$ cat src/rtl/nmp_pkg.sv
// Package for the note name parser: phase codes, character codes and the letter-to-semitone map.
`default_nettype none

package nmp_pkg;

   typedef enum logic [2:0] {
      PH_SEARCH = 3'd0,
      PH_LETTER = 3'd1,
      PH_FLAT   = 3'd2,
      PH_ACC    = 3'd3,
      PH_MINUS  = 3'd4,
      PH_DIGITS = 3'd5,
      PH_DONE   = 3'd6
   } phase_type;

   localparam logic [7:0] CH_LOWER_A = 8'h61;
   localparam logic [7:0] CH_LOWER_Z = 8'h7a;
   localparam logic [7:0] CASE_DELTA = 8'd32;
   localparam logic [7:0] CH_A       = 8'h41;
   localparam logic [7:0] CH_B       = 8'h42;
   localparam logic [7:0] CH_C       = 8'h43;
   localparam logic [7:0] CH_D       = 8'h44;
   localparam logic [7:0] CH_E       = 8'h45;
   localparam logic [7:0] CH_F       = 8'h46;
   localparam logic [7:0] CH_G       = 8'h47;
   localparam logic [7:0] CH_Z       = 8'h5a;
   localparam logic [7:0] CH_SHARP   = 8'h23;
   localparam logic [7:0] CH_MINUS   = 8'h2d;
   localparam logic [7:0] CH_ZERO    = 8'h30;
   localparam logic [7:0] CH_NINE    = 8'h39;

   localparam logic [6:0] OCTAVE_MAX = 7'd99;
   localparam logic [6:0] OCTAVE_TOP_DIGIT = 7'd9;

   // Semitone of a note letter within its octave; B is the fallthrough.
   function automatic logic signed [4:0] base_semitone(input logic [7:0] ch);
      logic signed [4:0] s;
      begin
         unique case (ch)
            CH_C:    s = 5'sd0;
            CH_D:    s = 5'sd2;
            CH_E:    s = 5'sd4;
            CH_F:    s = 5'sd5;
            CH_G:    s = 5'sd7;
            CH_A:    s = 5'sd9;
            default: s = 5'sd11;
         endcase
         return s;
      end
   endfunction

endpackage

`default_nettype wire

$ cat src/rtl/note_name_to_midi_parser.sv
// Top level of the note name parser: streams name characters in, emits one MIDI number per name.
`default_nettype none

// Usage
// The req channel carries one character of a note name per word; req_tlast marks the
// final character. Lower-case letters are folded to upper case. The parser finds the
// first note letter A-G not preceded by a letter, an optional sharp or flat, an optional
// minus and the octave digits (saturating at 99). For each name exactly one word leaves
// on the rsp channel, on its last character: rsp_tuser is the found flag and
// rsp_tdata holds the MIDI number (C-1 is 0, A4 is 69), or zero when nothing was found.
// Timing: every accepted character is registered, then the parse state is updated by
// combinational logic, and the result word is registered. rsp_tvalid rises when the last
// character passes from the input register into the result register. One character is
// taken per cycle while no last character waits on the result register, since the
// whole per-character update is a single pass through the decode logic between the
// input register and the state and result registers.
// When the receiver stalls, a last character waits in the input register until the
// result register frees; other characters keep flowing, so at most one pending name
// result blocks the input. Reset returns the parser to the search state with no
// pending input or result words.
module note_name_to_midi_parser (
   input  wire logic        clock,
   input  wire logic        reset,
   input  wire logic        req_tvalid,
   output logic             req_tready,
   input  wire logic [7:0]  req_tdata,   // [7:0] character
   input  wire logic        req_tlast,   // last character of the name
   output logic             rsp_tvalid,
   input  wire logic        rsp_tready,
   output logic [15:0]      rsp_tdata,   // [11:0] note_number (signed), [15:12] zero
   output logic             rsp_tuser    // [0] found
);
   import nmp_pkg::*;

   // Input register.
   logic        in_valid_ff, in_valid_in;
   logic [7:0]  in_char_ff;
   logic        in_last_ff;

   // Parse state.
   phase_type          phase_ff, phase_in;
   logic               prior_ff, prior_in;
   logic signed [4:0]  semi_ff, semi_in;
   logic               neg_ff, neg_in;
   logic [6:0]         oct_ff, oct_in;
   logic               match_ff, match_in;
   logic signed [11:0] held_ff, held_in;

   // Result register.
   logic               out_valid_ff, out_valid_in;
   logic               out_found_ff;
   logic signed [11:0] out_number_ff;

   logic fire;
   logic out_free;

   // A last character needs the result register; other words always advance.
   assign out_free    = !out_valid_ff || rsp_tready;
   assign fire        = in_valid_ff && (!in_last_ff || out_free);
   assign req_tready  = !in_valid_ff || fire;
   assign in_valid_in = (req_tvalid && req_tready) || (in_valid_ff && !fire);
   assign out_valid_in = (fire && in_last_ff) || (out_valid_ff && !rsp_tready);

   // Per-character decode.
   logic [7:0]        ch;
   logic              ch_letter, ch_digit, ch_note;
   logic [3:0]        digit;
   logic [6:0]        oct_take;
   logic              take, ok;
   logic signed [7:0] oct_signed, oct_plus;
   logic signed [11:0] held_calc;

   always_comb begin
      ch = in_char_ff;
      if (in_char_ff >= CH_LOWER_A && in_char_ff <= CH_LOWER_Z) begin
         ch = in_char_ff - CASE_DELTA;
      end
      ch_letter = (ch >= CH_A) && (ch <= CH_Z);
      ch_digit  = (ch >= CH_ZERO) && (ch <= CH_NINE);
      ch_note   = (ch >= CH_A) && (ch <= CH_G);
      digit     = 4'(ch - CH_ZERO);

      // Octave saturates once a third digit would push past 99.
      if (oct_ff > OCTAVE_TOP_DIGIT) begin
         oct_take = OCTAVE_MAX;
      end else begin
         oct_take = {oct_ff[3:0], 3'b000} + {oct_ff[5:0], 1'b0} + {3'b000, digit};
      end

      phase_in = phase_ff;
      semi_in  = semi_ff;
      neg_in   = neg_ff;
      oct_in   = oct_ff;
      match_in = match_ff;
      held_in  = held_ff;
      take     = 1'b0;
      ok       = 1'b1;

      unique case (phase_ff)
         PH_LETTER: begin
            if (ch == CH_SHARP) begin
               semi_in  = semi_ff + 5'sd1;
               phase_in = PH_ACC;
            end else if (ch == CH_B) begin
               phase_in = PH_FLAT;
            end else if (ch == CH_MINUS) begin
               phase_in = PH_MINUS;
            end else if (ch_digit) begin
               take = 1'b1;
            end else begin
               ok = 1'b0;
            end
         end
         PH_FLAT: begin
            // The B is a flat only if no letter follows it.
            if (ch_letter) begin
               ok = 1'b0;
            end else begin
               semi_in = semi_ff - 5'sd1;
               if (ch == CH_MINUS) begin
                  phase_in = PH_MINUS;
               end else if (ch_digit) begin
                  take = 1'b1;
               end else begin
                  ok = 1'b0;
               end
            end
         end
         PH_ACC: begin
            if (ch == CH_MINUS) begin
               phase_in = PH_MINUS;
            end else if (ch_digit) begin
               take = 1'b1;
            end else begin
               ok = 1'b0;
            end
         end
         PH_MINUS: begin
            if (ch_digit) begin
               take = 1'b1;
            end else begin
               ok = 1'b0;
            end
         end
         PH_DIGITS: begin
            if (ch_digit) begin
               take = 1'b1;
            end else begin
               phase_in = PH_DONE;
            end
         end
         PH_DONE: begin
            phase_in = PH_DONE;
         end
         default: begin
            phase_in = PH_SEARCH;
         end
      endcase

      // MIDI number = (octave + 1) * 12 + semitone, with the times twelve as two shifts.
      oct_signed = neg_ff ? -$signed({1'b0, oct_take}) : $signed({1'b0, oct_take});
      oct_plus   = oct_signed + 8'sd1;
      held_calc  = ($signed({{4{oct_plus[7]}}, oct_plus}) <<< 3)
                 + ($signed({{4{oct_plus[7]}}, oct_plus}) <<< 2)
                 + $signed({{7{semi_in[4]}}, semi_in});

      if (take) begin
         oct_in   = oct_take;
         held_in  = held_calc;
         match_in = 1'b1;
         phase_in = PH_DIGITS;
      end

      // A broken candidate hands its character back to the search.
      if (!ok) begin
         phase_in = PH_SEARCH;
      end
      if (phase_in == PH_SEARCH && ch_note && !prior_ff) begin
         semi_in  = base_semitone(ch);
         neg_in   = 1'b0;
         oct_in   = '0;
         phase_in = PH_LETTER;
      end
      if (phase_in == PH_MINUS && ch == CH_MINUS) begin
         neg_in = 1'b1;
      end
      prior_in = ch_letter;
   end

   always_ff @(posedge clock) begin
      if (reset) begin
         in_valid_ff <= 1'b0;
      end else begin
         in_valid_ff <= in_valid_in;
      end
      if (req_tvalid && req_tready) begin
         in_char_ff <= req_tdata;
         in_last_ff <= req_tlast;
      end
   end

   always_ff @(posedge clock) begin
      if (reset || (fire && in_last_ff)) begin
         phase_ff <= PH_SEARCH;
         prior_ff <= 1'b0;
         semi_ff  <= '0;
         neg_ff   <= 1'b0;
         oct_ff   <= '0;
         match_ff <= 1'b0;
         held_ff  <= '0;
      end else if (fire) begin
         phase_ff <= phase_in;
         prior_ff <= prior_in;
         semi_ff  <= semi_in;
         neg_ff   <= neg_in;
         oct_ff   <= oct_in;
         match_ff <= match_in;
         held_ff  <= held_in;
      end
   end

   always_ff @(posedge clock) begin
      if (reset) begin
         out_valid_ff <= 1'b0;
      end else begin
         out_valid_ff <= out_valid_in;
      end
      if (fire && in_last_ff) begin
         out_found_ff  <= match_in;
         out_number_ff <= match_in ? held_in : '0;
      end
   end

   assign rsp_tvalid = out_valid_ff;
   assign rsp_tuser  = out_found_ff;
   assign rsp_tdata  = {4'b0000, out_number_ff};

`ifndef SYNTHESIS
   a_zero_when_missing: assert property (@(posedge clock) disable iff (reset)
      rsp_tvalid && !rsp_tuser |-> rsp_tdata == 16'd0)
      else $error("result number not zero for a name without a note");

   a_clear_after_name: assert property (@(posedge clock) disable iff (reset)
      fire && in_last_ff |=> phase_ff == PH_SEARCH && !match_ff)
      else $error("parse state not cleared after the last character");

   a_match_phase: assert property (@(posedge clock) disable iff (reset)
      match_ff |-> phase_ff == PH_DIGITS || phase_ff == PH_DONE)
      else $error("match held outside the octave phases");

   a_stall_cause: assert property (@(posedge clock) disable iff (reset)
      in_valid_ff && !req_tready |-> in_last_ff && out_valid_ff && !rsp_tready)
      else $error("input stalled without a blocked result");
`endif

endmodule

`default_nettype wire

$ cat config.mk
export PLATFORM = sky130hd
export DESIGN_NAME = note_name_to_midi_parser
export DESIGN_NICKNAME = d
export VERILOG_FILES = /design/src/rtl/nmp_pkg.sv /design/src/rtl/note_name_to_midi_parser.sv
export SDC_FILE = /design/constraint.sdc
export NUM_CORES = 1
export LEC_CHECK = 0
export BUFFER_PORTS_ARGS = -buffer_cell sky130_fd_sc_hd__buf_4
export CORE_MARGIN = 2
export CORE_UTILIZATION = 44
export CTS_CLUSTER_DIAMETER = 150
export DETAILED_ROUTE_END_ITERATION = 10
export GPL_TIMING_DRIVEN = 0
export SYNTH_ARGS = -nofsm -noshare
export SYNTH_HDL_FRONTEND = slang
export SYNTH_SLANG_ARGS = --single-unit
$ cat constraint.sdc
create_clock -name clock -period 6.4 [get_ports clock]
set_input_delay 0.64 -clock clock [delete_from_list [all_inputs] [get_ports clock]]
set_output_delay 0.64 -clock clock [all_outputs]
set_load 0.02 [all_outputs]
==> key figures <==
Critical path
  • CP Class: reg -> reg
  • Critical Path Start: in_char_ff[3]
  • Max stage delay on crit path: 0.56 ns
  • Worst R2R End: out_number_ff[11]
  • Reg2reg start: in_char_ff[3]
  • Top cell by count, worst path: fa_1
  • Termination of the worst setup path: out_number_ff[11]
  • Stages on the worst setup path: 19
  • Crit. End Element: flop
  • CP max FO: 9
  • WP buf/inv: 2
  • Startpoint Class: flop
  • Crit path required time: between 6 and 7 ns
  • CP max stage cell: fa_1
  • Worst path cell trace: fa_1 > inv_1 > fa_1 > buf_2 > nor4bb_1 > mux2i_1 > o311ai_1 > nand3_1 > o21ai_0 > a21oi_1 > xnor2_1 > fa_1 > ha_1 > and2_1 > a31oi_1 > a21oi_1 > xor2_1 > xnor2_1 > o21ai_1
  • R2R cell count: 19
  • Crit path arrival time: roughly 5.4 ns
  • Setup slack, reg-to-reg: roughly 1.1 ns
  • CP delay by family, top: adder cells

GRT
  • Global route overflow: 0
  • Vias in the first global route: between 3000 and 4000
  • First-pass GRT wire length: roughly 15000 um
  • Largest net degree at the start of global routing: 18
  • GRT Overall Usage: 18.9%
  • Initial antenna violation count: 0

Drt
  • Vias per std cell: ~5.6
  • Drt first pass iters: 5
  • Routed wire length: 8760 um
  • Avg WL per Cell: approximately 15 um
  • Vias: roughly 3300
  • DRC viols: 0
  • DR iter-0 viols: between 150 and 200
  • ANT nets after route: 0

Timing
  • Final slew viol count: 0
  • Worst-Margin Slew: approximately 1.0 ns
  • Setup TNS Final: 0 ns
  • Clk_skew: around 0.011 ns
  • Achievable Freq: ~190 MHz
  • Period minus WS final: about 5.3 ns
  • Final Cycle Share: ~83%
  • RSZ-0062 raised after global routing: no
  • Final Setup Violations: 0
  • Relative slew slack: a little under 30%
  • Final Hold Viols: 0

Floorplan
  • Core area: 8590 um2
  • Initial Util: roughly 45%
  • IO Pins: 32
  • Row count: 34
  • Die area: ~9500 um2
  • Horiz. Die Dim: 97.6 um
  • Chip height: 97.6 um

Power and ir drop
  • P per Cell Area: 169 nW/um2
  • Power, Total: between 700 and 800 uW
  • Worst IR Drop VDD: ~0.1 mV
  • Leak Pwr: 1.66 nW

Clock network
  • CTS tree: built
  • Clock Tree Root: clkbuf_8
  • H-tree lvl count: 2
  • CTS clock-pin slew for the worst setup and hold paths: around 0.10 ns
  • Total CTS buffers: 5
  • Postcts setup bufs: 0
  • Clock Latency Late Sink: about 0.31 ns
  • CTS resizes: 0
  • # hold bufs at CTS: 0
  • CTS max path bufs: 2
  • Sink Count: 54

Synthesis
  • Asr flop ratio synth: 0%
  • Post-synth cell types: between 70 and 80
  • Cells after Synth: between 400 and 500
  • Register area share after synthesis: between 30% and 40%
  • Top FF cell, synth: dfxtp_1
  • Mapped Avg Cell Area: approximately 8.7 um2
  • EDFF count, synth: 22
  • Cell area after synthesis: between 3000 and 4000 um2
  • Synthesis Warnings: 0
  • Yosys reg bits: 54

Worst hold path
  • Hold Path Class: reg -> reg
  • Hold Path Stages: 2

Placement
  • DP Wirelength: 6830 um
  • Placed insts: approximately 580
  • GPL Wtd Cong: approximately 0.9
  • I/O Buffers: 27

Finish
  • Final net count: 525
  • Synth-to-Final Area Change: 11.6%
  • Diodes inserted: 0
  • Share of cells above drive strength 1: 14.5%
  • Commonest non-fill, non-tap cell in the layout: nand2_1
  • Most frequent cells in the layout: nand2_1 (50), nor2_1 (41), buf_4 (36)
  • Non-Filler Instances: 590

Run status
  • Outcome: finished clean

Job
  • Max Cap Viol: 0
sequential cells by signal, indices dropped and copies added, names as in the netlist, 3 cells and up:
signal / flops
oct_ff: 7
held_ff: 12
in_char_ff: 8
phase_ff: 3
semi_ff: 5
out_number_ff: 12
worst reg2reg max path: cells and delay by family (launching register included):
kind / cells / cell delay (ns)
flops: 1 / 0.53
simple gates: 3 / 0.61
buf+inv: 2 / 0.26
mux: 1 / 0.10
compound gates: 6 / 0.85
xor+xnor: 3 / 0.77
fa+ha+maj: 4 / 1.93
metal layers:
metal / global-route usage (%) / share of wire, % / vias up
met3: 2.52 / 3.4 / 13
met1: 25.6 / 47 / 1556
met2: 32.3 / 48 / 70
met5: 0 / 0 / -
li1: - / - / 1642
met4: 4.38 / 1.9 / 0
stage by stage:
step                      worst slack (ns)  utilization, %  hold slack [ns]  cell area, um2
after floorplan                       1.62               -            0.437            3860
after global placement                1.12            48.9            0.443            4200
after detailed placement              1.08            48.9            0.450            4200
after CTS                             1.06            50.1            0.465            4300
after global routing                 0.711            50.1            0.483            4300
final                                 1.10            50.1            0.461            4300
worst min-delay path by stage:
stage	start	to	slack, ns
after global placement	held_ff[3]	held_ff[3]	0.44
final	held_ff[6]	held_ff[6]	0.46
after CTS	held_ff[9]	held_ff[9]	0.46
after global routing	held_ff[2]	held_ff[2]	0.48
after detailed placement	held_ff[9]	held_ff[9]	0.45
after floorplan	held_ff[10]	held_ff[10]	0.44
power breakdown:
group          switching [mW]  internal, mW
combinational          0.0889        0.0604
sequential            0.00556         0.365
clock                   0.116        0.0893
total                   0.211         0.515
final cells by class:
cell class,count,area [um2]
plain buffers,25,146
clock buffers,6,82.6
clock inverters,2,16.3
fillers,879,4290
inverters,19,71.3
multi-input cells,349,2350
flip-flops and latches,54,1300
well taps,108,135
repair buffers,27,203
kinds of logic (layout without fill, tap and decap cells):
kind of cell / after synthesis / after routing / synth area share, %
AND/OR/NAND/NOR: 176 / 176 / 23.1
AO/OA/AOI/OAI: 107 / 107 / 18.1
flip-flops: 54 / 54 / 33.8
buffers and inverters: 44 / 79 / 5.65
adder cells (fa/ha/maj): 32 / 32 / 12.1
XOR/XNOR: 28 / 28 / 6.56
multiplexers: 2 / 2 / 0.552
other: 1 / 4 / 0.0973
synthesized netlist by cell type (all sizes together) (3+ instances only):
cell / count / share of area (%)
nand2: 50 / 4.9
nor2: 41 / 4.0
a21oi: 34 / 4.6
o21ai: 33 / 4.6
dfxtp: 32 / 17
edfxtp: 22 / 17
ha: 22 / 7.1
nand3: 22 / 3.0
xnor2: 21 / 4.8
inv: 19 / 1.9
buf: 15 / 2.8
nor3: 11 / 1.7
clkbuf: 10 / 0.97
fa: 9 / 4.7
nand2b: 9 / 1.5
nor2b: 9 / 1.5
a31oi: 7 / 1.1
xor2: 7 / 1.8
nand4: 6 / 0.97
or3: 5 / 0.81
a21o: 4 / 0.78
a211o: 3 / 0.68
a211oi: 3 / 0.58
and2: 3 / 0.49
and3: 3 / 0.49
o211ai: 3 / 0.71
or4: 3 / 0.62
No activity file was read; power rests on OpenSTA's default activity.
